==> config.mk <==
export PLATFORM = sky130hd
export DESIGN_NAME = aart_delay
export DESIGN_NICKNAME = d
export VERILOG_FILES = /design/src/sv/aart_pkg.sv /design/src/sv/aart_delay.sv
export SDC_FILE = /design/constraint.sdc
export NUM_CORES = 1
export LEC_CHECK = 0
export ABC_CLOCK_PERIOD_IN_PS = 800
export BUFFER_PORTS_ARGS = -buffer_cell sky130_fd_sc_hd__buf_2
export CORE_MARGIN = 2
export CORE_UTILIZATION = 35
export DETAILED_ROUTE_END_ITERATION = 10
export GPL_TIMING_DRIVEN = 0
export PLACE_DENSITY_LB_ADDON = 0.08
export SLEW_MARGIN = 20
export SYNTH_ARGS = -nofsm -noshare
export SYNTH_HDL_FRONTEND = slang
export SYNTH_SLANG_ARGS = --single-unit
==> constraint.sdc <==
create_clock -name clk -period 0.8 [get_ports clk]
set_input_delay 0.16 -clock clk [delete_from_list [all_inputs] [get_ports clk]]
set_output_delay 0.16 -clock clk [all_outputs]
set_load 0.01 [all_outputs]
==> src/sv/aart_pkg.sv <==
// shared types, constants and latencies of the angle-axis transform pipeline
package aart_pkg;

    typedef logic signed [31:0] word_t;

    typedef struct packed {
        word_t x;
        word_t y;
        word_t z;
    } vec3_t;

    typedef struct packed {
        word_t w;
        word_t x;
        word_t y;
        word_t z;
    } quat_t;

    typedef struct packed {
        quat_t q;
        vec3_t p;
    } result_t;

    localparam int CORDIC_STAGES_DEF = 24;

    localparam int SQRT_STEPS = 32;
    localparam int SQRT_LAT   = SQRT_STEPS + 2;
    localparam int DIV_BITS   = 31;
    localparam int DIV_LAT    = DIV_BITS + 3;
    localparam int PLACE_LAT  = 5;

    localparam logic signed [35:0] PI_Q30      = 36'sd3373259426;
    localparam logic signed [35:0] HALF_PI_Q30 = 36'sd1686629713;
    localparam logic signed [35:0] TWO_PI_Q30  = 36'sd6746518852;
    localparam logic signed [33:0] GAIN_Q30    = 34'sd652032874;
    localparam logic signed [33:0] ONE_Q30     = 34'sd1073741824;

    // atan(2^-k) in Q.30
    function automatic logic [31:0] atan_q30(input int k);
        case (k)
            0:  return 32'd843314856;
            1:  return 32'd497837829;
            2:  return 32'd263043836;
            3:  return 32'd133525158;
            4:  return 32'd67021686;
            5:  return 32'd33543515;
            6:  return 32'd16775850;
            7:  return 32'd8388437;
            8:  return 32'd4194282;
            9:  return 32'd2097149;
            10: return 32'd1048575;
            11: return 32'd524287;
            12: return 32'd262143;
            13: return 32'd131071;
            14: return 32'd65535;
            15: return 32'd32767;
            16: return 32'd16383;
            17: return 32'd8191;
            18: return 32'd4095;
            19: return 32'd2047;
            20: return 32'd1023;
            21: return 32'd511;
            22: return 32'd255;
            23: return 32'd127;
            24: return 32'd63;
            25: return 32'd31;
            26: return 32'd15;
            27: return 32'd8;
            28: return 32'd4;
            29: return 32'd2;
            30: return 32'd1;
            default: return 32'd0;
        endcase
    endfunction

endpackage

==> src/sv/aart_delay.sv <==
// enabled shift line that keeps side data aligned with the pipeline
module aart_delay import aart_pkg::*; #(
    parameter int WIDTH = 32,
    parameter int DEPTH = 1
) (
    input  logic             clk,
    input  logic             en,
    input  logic [WIDTH-1:0] din,
    output logic [WIDTH-1:0] dout
);

    logic [WIDTH-1:0] tap_reg [DEPTH];

    always_ff @(posedge clk)
    begin
        if (en)
        begin
            tap_reg[0] <= din;
            for (int i = 1; i < DEPTH; i++)
            begin
                tap_reg[i] <= tap_reg[i-1];
            end
        end
    end

    assign dout = tap_reg[DEPTH-1];

endmodule

==> results by group, run 1 <==
Critical path
  – CP endpoint kind: output port
  – Critical Path Max Stage Delay: 0.38 ns
  – WP buf/inv: 1
  – Req. time, crit path: 0.64 ns
  – CP max-delay cell: edfxtp_1
  – Crit Path Class: reg -> out
  – Startpoint types: register
  – Crit path max fanout: 1
  – CP cell instances: buf_2
  – Crit path arrival time: 0.83 ns
  – CP delay by family, top: flip-flops

Floorplan
  – Total die area: 3180 sq um
  – Rows: 18
  – Die X: 56.40 um
  – I/O pins: 66
  – Total core area: 2545 sq um
  – Initial Util: 37.76%
  – Die height: 56.40 um

Power
  – Psw: 627.6 uW
  – Worst vdd ir: 1.379 mV
  – Leak Pwr: 0.6253 nW
  – Sw Share: 20.42%
  – Flop pwr share: 65.6%
  – Tot Pwr: 3.073 mW
  – Comb pwr share: 10.6%
  – Internal power: 2.446 mW
  – Clock power frac: 23.8%
  – Pwr dens: 2132 nW/um^2

Drt
  – Total length of routed wires: 1666 um
  – Drt first pass iters: 4
  – Antenna-violating nets left: 0
  – Iteration-0 DRC count of the detailed router: 16
  – Wirelength per Cell: 11.90 um
  – Via density: 4.214
  – Vias: 590
  – Post-route DRC: 0

Finish
  – Final Util: 56.64%
  – Multi-input gate area: 0 sq um
  – NumNets Final: 146
  – Area Overhead vs Synth: 50.00%
  – Fill count: 202
  – # diodes: 0
  – #MultiIn Comb: 0
  – Share of layout cells above drive strength 1: 63.64%
  – Largest register FFs: 32
  – Seq. cell area: 960.9 sq um

Timing
  – # setup viols final: 32
  – Final worst slack: -0.1882 ns
  – Final hold violations: 0
  – Worst-margin pin slew: 0.6863 ns
  – Final period util: 123.5%
  – RSZ-0062 raised after global routing: true
  – Final min period: 0.9882 ns
  – Relative slew slack: 54.25%
  – Max Slew Vio Count: 0
  – Peak Freq: 1.012 GHz

Clock tree
  – CTS tree: yes
  – CTS Buf Count: 5
  – CTS clock-pin slew for the worst setup and hold paths: 0.08 ns
  – Postcts setup bufs: 0
  – Clock Sinks: 32
  – Clock root cell: clkbuf_4
  – CTS Buffer Depth: 2
  – CTS H-tree lvls: 2

Logic synthesis
  – Top post-synthesis cells by count: 32 x edfxtp_1
  – Synthesized area: 960.9 sq um
  – Top FF cell, synth: edfxtp_1
  – Synthesized instance count: 32
  – Top area cells in the synthesized netlist: edfxtp_1 100%
  – Net Count, Synth: 66
  – EDFF count, synth: 32
  – Synthesized flop and latch total: 32
  – Most common cell in the netlist: edfxtp_1
  – Sequential share of the synthesized area: 100.0%
  – Yosys warnings: 0
  – Synth async-reset ratio: 0%
  – Cell type with the largest total area after synthesis: edfxtp_1
  – Synth top area share: 100.0%
  – Mapped Avg Cell Area: 30.03 sq um
  – Synth unique cells: 1

Run
  – Max Cap Viol: 0

Global route
  – Initial antenna violation count: 0
  – Largest net degree at the start of global routing: 33
  – Total GRT Usage: 9.838%
  – Gr busiest metal: met2
  – Overflow after GRT: 0
  – Met1 global-route usage: 11.77%
  – First-pass GRT wire length: 2270 um
  – Met2 GRT Util: 13.28%
  – GR Layer Usage met3: 6.682%
  – Vias in the first global route: 521

Placement
  – I/O Buffers: 65
  – GP Congestion: 0.6135

Outcome
  – Status: finished with violations
  – Failing checks: negative setup slack

Worst hold path
  – Hold crit path type: in -> reg
[final cells by class]
class                 count  share of cell area [%]
Tap cell                 30                   2.604
Sequential cell          32                   66.67
Clock buffer              5                   2.604
Timing Repair Buffer     73                   28.13
[final timing paths]
kind / start / endpoint / slack, ns / depth (start not counted)
max: tap_reg[0][26] / dout[26] / -0.19 / 1
min: din[6] / tap_reg[0][6] / 0.02 / 1
[routing by layer]
metal  vias to the layer above  share of wire, %
li1                        287                 -
met1                       255                39
met2                        44                46
met3                         4                14
met4                         0              0.84
met5                         -                 0
[logic make-up (layout without fill, tap and decap cells)]
| group | count (synthesis) | after routing | share of synthesized area (%) |
|---|---|---|---|
| flip-flops | 32 | 32 | 100.0 |
| buffers and inverters | 0 | 78 | 0 |
[power groups by stage]
stage | Clock (mW) | Sequential [mW] | Combinational (mW)
detailed placement | 0 | 2.05 | 0.301
global placement | 0 | 2.05 | 0.297
floorplan | 0 | 2.14 | 0
CTS | 0.766 | 2.02 | 0.300
global route | 0.853 | 2.03 | 0.349
finish | 0.733 | 2.02 | 0.325
[layout by cell type (no fill, tap or decap), drive strengths merged]
cell	Yosys	final
buf	0	65
dlygate4sd3	0	8
edfxtp	32	32
clkbuf	0	5
[what timing repair did]
item                       in CTS  in global routing
hold endpoints to repair        0                  8
setup endpoints to repair      32                 32
hold buffers                    0                  8
resized for setup               0                  0
[stage by stage]
step	setup slack [ns]	TNS [ns]	hold WS, ns	area [sq um]	std cells
after CTS	-0.2108	-6.050	0.006985	1361	132
after floorplan	0.2462	0	0.2589	960.9	32
after global placement	-0.2862	-9.133	0.3362	1324	127
final	-0.1882	-5.423	0.02310	1441	140
after global routing	-0.2525	-7.132	0.0002181	1441	140
after detailed placement	-0.3036	-9.692	0.3381	1324	127
Power figures use the tool's default switching activity.
==> run 2, diff against run 1 <==
--- a/config.mk
+++ b/config.mk
@@ -11,7 +11,7 @@
 export CORE_UTILIZATION = 35
 export DETAILED_ROUTE_END_ITERATION = 10
 export GPL_TIMING_DRIVEN = 0
-export PLACE_DENSITY_LB_ADDON = 0.08
+export PLACE_DENSITY = 0.73
 export SLEW_MARGIN = 20
 export SYNTH_ARGS = -nofsm -noshare
 export SYNTH_HDL_FRONTEND = slang
==> run 2 against run 1 <==
Net effect: the flow still finishes with violations (negative setup slack); critical path type unchanged; largest power group unchanged; hold slack improved by 0.0028 ns; total power rose by 5.8%; sequential power barely moved; sequential share of layout area fell by 8.9 points; clock power rose by 12%; combinational power rose by 26%; largest cell class unchanged.
==> results by group, run 2 (synthesis results as in run 1) <==
Power
  – Sw Share: 21.33% (+0.91 points)
  – Clock power frac: 25.2% (+1.4 points)
  – Comb pwr share: 12.6% (+2.0 points)
  – Worst vdd ir: 1.620 mV (+17%)
  – Leak Pwr: 0.7170 nW (+15%)
  – Flop pwr share: 62.2% (-3.4 points)
  – Pwr dens: 1955 nW/um^2 (-8.3%)
  – Psw: 693.3 uW (+10%)
  – Internal power: 2.557 mW (+4.6%)

Finish
  – Share of layout cells above drive strength 1: 52.24% (-11 points)
  – Most frequent cells in the layout: 65 x buf_2, 32 x edfxtp_1, 29 x dlygate4sd3_1
  – Most common cell after layout, fill and taps aside: buf_2
  – NumNets Final: 167 (+14%)
  – Final instance area: 1663 sq um (+15%)
  – #MultiIn Comb: 0 (unchanged)
  – Area Overhead vs Synth: 73.05%
  – Largest register FFs: 32 (unchanged)
  – Post-Layout Cell Count: 164 (+17%)
  – Multi-input gate area: 0 sq um (unchanged)
  – Final Util: 65.34% (+8.7 points)
  – # diodes: 0 (unchanged)

Drt
  – Via density: 4.140 (-1.8%)
  – Drt first pass iters: 4 (unchanged)
  – Post-route DRC: 0 (unchanged)
  – Iteration-0 DRC count of the detailed router: 22 (+6)
  – Wirelength per Cell: 13.05 um (+9.7%)
  – Vias: 679 (+15%)
  – Total length of routed wires: 2140 um (+28%)
  – Antenna-violating nets left: 0 (unchanged)

Global route
  – Met2 GRT Util: 25.88% (+13 points)
  – Met1 global-route usage: 12.90% (+1.1 points)
  – GR Layer Usage met3: 8.065% (+1.4 points)
  – Initial antenna violation count: 0 (unchanged)
  – Vias in the first global route: 726 (+39%)
  – First-pass GRT wire length: 3229 um (+42%)
  – Gr busiest metal: met2
  – Total GRT Usage: 14.43% (+4.6 points)
  – Overflow after GRT: 0 (unchanged)
  – Largest net degree at the start of global routing: 33 (unchanged)

Floorplan
  – I/O pins: 66 (unchanged)
  – Total die area: 3180 sq um (unchanged)
  – Rows: 18 (unchanged)
  – Total core area: 2545 sq um (unchanged)
  – Die X: 56.40 um (unchanged)
  – Die height: 56.40 um (unchanged)
  – Initial Util: 37.76% (unchanged)

Timing
  – Worst-margin pin slew: 0.6757 ns (-0.01053 ns)
  – Relative slew slack: 54.95% (+0.70 points)
  – Final period util: 128.0% (+4.5 points)
  – Peak Freq: 0.9766 GHz (-3.5%)
  – Final worst slack: -0.2240 ns (-0.03574 ns)
  – Final hold violations: 0 (unchanged)
  – Final min period: 1.024 ns (+0.03574 ns)
  – # setup viols final: 32 (unchanged)
  – Max Slew Vio Count: 0 (unchanged)
  – RSZ-0062 raised after global routing: true

Run
  – Max Cap Viol: 0 (unchanged)

Clock tree
  – Cts repair resizes: 0 (unchanged)
  – Clock root cell: clkbuf_4
  – CTS tree: yes
  – CTS Buf Count: 5 (unchanged)
  – CTS H-tree lvls: 2 (unchanged)
  – Postcts setup bufs: 0 (unchanged)
  – CTS clock-pin slew for the worst setup and hold paths: 0.09 ns (about the same)
  – Clock Sinks: 32 (unchanged)
  – CTS Buffer Depth: 2 (unchanged)

Critical path
  – Startpoint types: register
  – Critical Path Max Stage Delay: 0.39 ns (about the same)
  – CP delay by family, top: flip-flops
  – CP cell instances: buf_2
  – Crit path arrival time: 0.86 ns (+0.03 ns)
  – CP max-delay cell: edfxtp_1
  – Req. time, crit path: 0.64 ns (about the same)
  – Crit path max fanout: 1 (unchanged)
  – WP buf/inv: 1 (unchanged)
  – Crit Path Class: reg -> out
  – CP endpoint kind: output port

Placement
  – GP Congestion: 0.6070 (-1.1%)
  – I/O Buffers: 65 (unchanged)
  – Area after DPL: 1324 sq um (unchanged)
  – Placed Instances: 127 (unchanged)
  – Pre-CTS setup slack: -0.2963 ns (+0.007362 ns)

Outcome
  – Status: finished with violations
  – Failing checks: negative setup slack

Worst hold path
  – Hold crit path type: in -> reg
run 2: per-stage QoR:
step                      hold WS (ns)  setup TNS, ns  total power, mW
final                          0.02588         -6.059            3.251
after global routing          0.004259         -7.778            3.410
after CTS                     0.001389         -6.969            3.301
after detailed placement        0.3381         -9.446            2.365
after global placement          0.3373         -8.129            2.349
after floorplan                 0.2589              0            2.137
run 2: layout make-up:
type | count | area [sq um]
Sequential cell | 32 | 960.9
Fill cell | 188 | 882.1
Timing Repair Buffer | 94 | 615.6
Clock buffer | 7 | 45.04
Tap cell | 30 | 37.54
Clock inverter | 1 | 3.754
run 2: worst paths after layout:
kind                  startpoint  depth (start not counted)              to
setup / recovery  tap_reg[0][17]                          1        dout[17]
hold / removal           din[26]                          1  tap_reg[0][26]
run 2: what timing repair did:
item	CTS	global route
hold endpoints to repair	26	3
endpoints found under the setup margin	32	32
hold buffers	26	3
run 2: power by group through the flow:
stage	combinational, mW	sequential (mW)	clock [mW]
2_1_floorplan	0	2.14	0
3_3_place_gp	0.297	2.05	0
3_5_place_dp	0.304	2.06	0
4_1_cts	0.401	2.02	0.877
5_1_grt	0.443	2.03	0.935
6_report	0.411	2.02	0.819
run 2: metal layers:
layer  part of all wire, %  vias up
met5                     0        -
met4                   1.1        0
met3                   7.9        4
met2                    58       38
met1                    33      303
li1                      -      334
==> run 3, diff against run 2 <==
--- a/config.mk
+++ b/config.mk
@@ -9,9 +9,10 @@
 export BUFFER_PORTS_ARGS = -buffer_cell sky130_fd_sc_hd__buf_2
 export CORE_MARGIN = 2
 export CORE_UTILIZATION = 35
+export CTS_BUF_LIST = sky130_fd_sc_hd__clkbuf_8
 export DETAILED_ROUTE_END_ITERATION = 10
 export GPL_TIMING_DRIVEN = 0
-export PLACE_DENSITY = 0.73
+export PLACE_DENSITY_LB_ADDON = 0.15
 export SLEW_MARGIN = 20
 export SYNTH_ARGS = -nofsm -noshare
 export SYNTH_HDL_FRONTEND = slang
==> run 3 against run 2 <==
Net effect: the flow still finishes with violations (negative setup slack); total power rose by 4.4%; first-iteration DRC count fell by 100%; count of clock-buffer cells in the layout decreased by 2; final cell count shrank 18%; largest power group unchanged; combinational power down 28%; critical endpoint is now dout[2]; maximum frequency up 8.8%; clock power is 32% higher; non-clock buffer count down 29; via count is 17% lower.
==> results by group, run 3 (synthesis results as in run 1) <==
Outcome
  – Status: finished with violations
  – Failing checks: negative setup slack

Drt
  – Iteration-0 DRC count of the detailed router: 0 (-100%)
  – Drt first pass iters: 1 (-3)
  – Wirelength per Cell: 11.96 um (-8.3%)
  – Vias: 563 (-17%)
  – Post-route DRC: 0 (unchanged)
  – Via density: 4.170 (+0.73%)
  – Antenna-violating nets left: 0 (unchanged)
  – Total length of routed wires: 1615 um (-25%)

Clock tree
  – CTS clock-pin slew for the worst setup and hold paths: 0.06 ns (-0.03 ns)
  – CTS H-tree lvls: 2 (unchanged)
  – CTS tree: yes
  – Clock Sinks: 32 (unchanged)
  – CTS Buffer Depth: 2 (unchanged)
  – CTS Buf Count: 5 (unchanged)
  – Clock root cell: clkbuf_8
  – Hold buffer count at CTS: 0 (-100%)

Placement
  – Area after DPL: 1324 sq um (unchanged)
  – Placed Instances: 127 (unchanged)
  – GP Congestion: 0.6065 (about the same)
  – I/O Buffers: 65 (unchanged)

Worst hold path
  – Hold crit path type: in -> reg
  – Hold depth: 1 (unchanged)

Critical path
  – CP max-delay cell: edfxtp_1
  – Crit Path Class: reg -> out
  – Crit path max fanout: 1 (unchanged)
  – Startpoint types: register
  – Critical Path Max Stage Delay: 0.37 ns (-0.02 ns)
  – Crit path arrival time: 0.78 ns (-0.08 ns)
  – CP delay by family, top: flip-flops
  – Critical path depth in cells: 1 (unchanged)
  – CP endpoint kind: output port
  – CP cell instances: buf_2
  – Req. time, crit path: 0.64 ns (about the same)
  – WP buf/inv: 1 (unchanged)

Finish
  – #MultiIn Comb: 0 (unchanged)
  – Final instance area: 1406 sq um (-15%)
  – Post-Layout Cell Count: 135 (-18%)
  – Most frequent cells in the layout: 64 x buf_2, 32 x edfxtp_1, 5 x clkbuf_8
  – Fill count: 218 (+16%)
  – Most common cell after layout, fill and taps aside: buf_2
  – Multi-input gate area: 0 sq um (unchanged)
  – Area Overhead vs Synth: 46.35%
  – Largest register FFs: 32 (unchanged)
  – Share of layout cells above drive strength 1: 66.67% (+14 points)
  – # diodes: 0 (unchanged)
  – NumNets Final: 138 (-17%)

Timing
  – Peak Freq: 1.062 GHz (+8.8%)
  – Final worst slack: -0.1414 ns (+0.08257 ns)
  – Max Slew Vio Count: 0 (unchanged)
  – Final hold violations: 0 (unchanged)
  – Final min period: 0.9414 ns (-0.08257 ns)
  – Final period util: 117.7% (-10 points)
  – Worst-margin pin slew: 0.3931 ns (-0.2827 ns)
  – Relative slew slack: 73.79% (+19 points)
  – Setup TNS: -3.930 ns (+2.128 ns)
  – # setup viols final: 32 (unchanged)
  – RSZ-0062 raised after global routing: true

Floorplan
  – Total core area: 2545 sq um (unchanged)
  – Die X: 56.40 um (unchanged)
  – Die height: 56.40 um (unchanged)
  – Total die area: 3180 sq um (unchanged)
  – Initial Util: 37.76% (unchanged)
  – I/O pins: 66 (unchanged)
  – Rows: 18 (unchanged)

Power
  – Pwr dens: 2413 nW/um^2 (+23%)
  – Leak Pwr: 0.6179 nW (-14%)
  – Worst vdd ir: 1.376 mV (-15%)

Global route
  – Largest net degree at the start of global routing: 33 (unchanged)
  – Total GRT Usage: 10.40% (-4.0 points)
  – Overflow after GRT: 0 (unchanged)
  – Initial antenna violation count: 0 (unchanged)
  – First-pass GRT wire length: 2435 um (-25%)
  – Vias in the first global route: 571 (-21%)

Run
  – Max Cap Viol: 0 (unchanged)
==> run 3: layout make-up <==
cell class            count  area (sq um)  share of cell area (%)
Clock inverter            3         11.26                  0.8007
Clock buffer              5         68.82                   4.893
Sequential cell          32         960.9                   68.33
Timing Repair Buffer     65         327.8                   23.31
Tap cell                 30         37.54                   2.669
==> run 3: timing repair <==
item | 4_1_cts | 5_1_grt
gates resized for setup | 1 | 0
gates cloned | 0 | 0
endpoints found under the setup margin | 64 | 32
buffers inserted | 0 | 0
==> run 3: final timing paths <==
| check | from | end | slack [ns] |
|---|---|---|---|
| setup / recovery | tap_reg[0][2] | dout[2] | -0.14 |
| hold / removal | din[28] | tap_reg[0][28] | 0.07 |
==> run 3: power breakdown <==
group          internal [mW]  switching [mW]  total [mW]
combinational          0.139           0.156       0.295
sequential              1.99          0.0263        2.02
clock                  0.578           0.501        1.08
==> run 3: metal layers <==
layer / share of wire (%) / vias to the layer above / track usage (%)
li1: - / 273 / -
met1: 36 / 256 / 10.02
met2: 54 / 34 / 18.15
met3: 10 / 0 / 5.991
met4: 0 / 0 / 4.082
met5: 0 / - / 0
==> run 3: through the flow <==
step | utilization, % | worst slack [ns] | total power [mW] | hold slack [ns]
CTS | 55.26 | -0.1612 | 3.451 | 0.05423
floorplan | - | 0.2462 | 2.137 | 0.2589
global route | 55.26 | -0.1898 | 3.549 | 0.04835
detailed placement | 52.02 | -0.3156 | 2.357 | 0.3381
finish | 55.26 | -0.1414 | 3.394 | 0.06542
global placement | 52.02 | -0.2839 | 2.348 | 0.3369
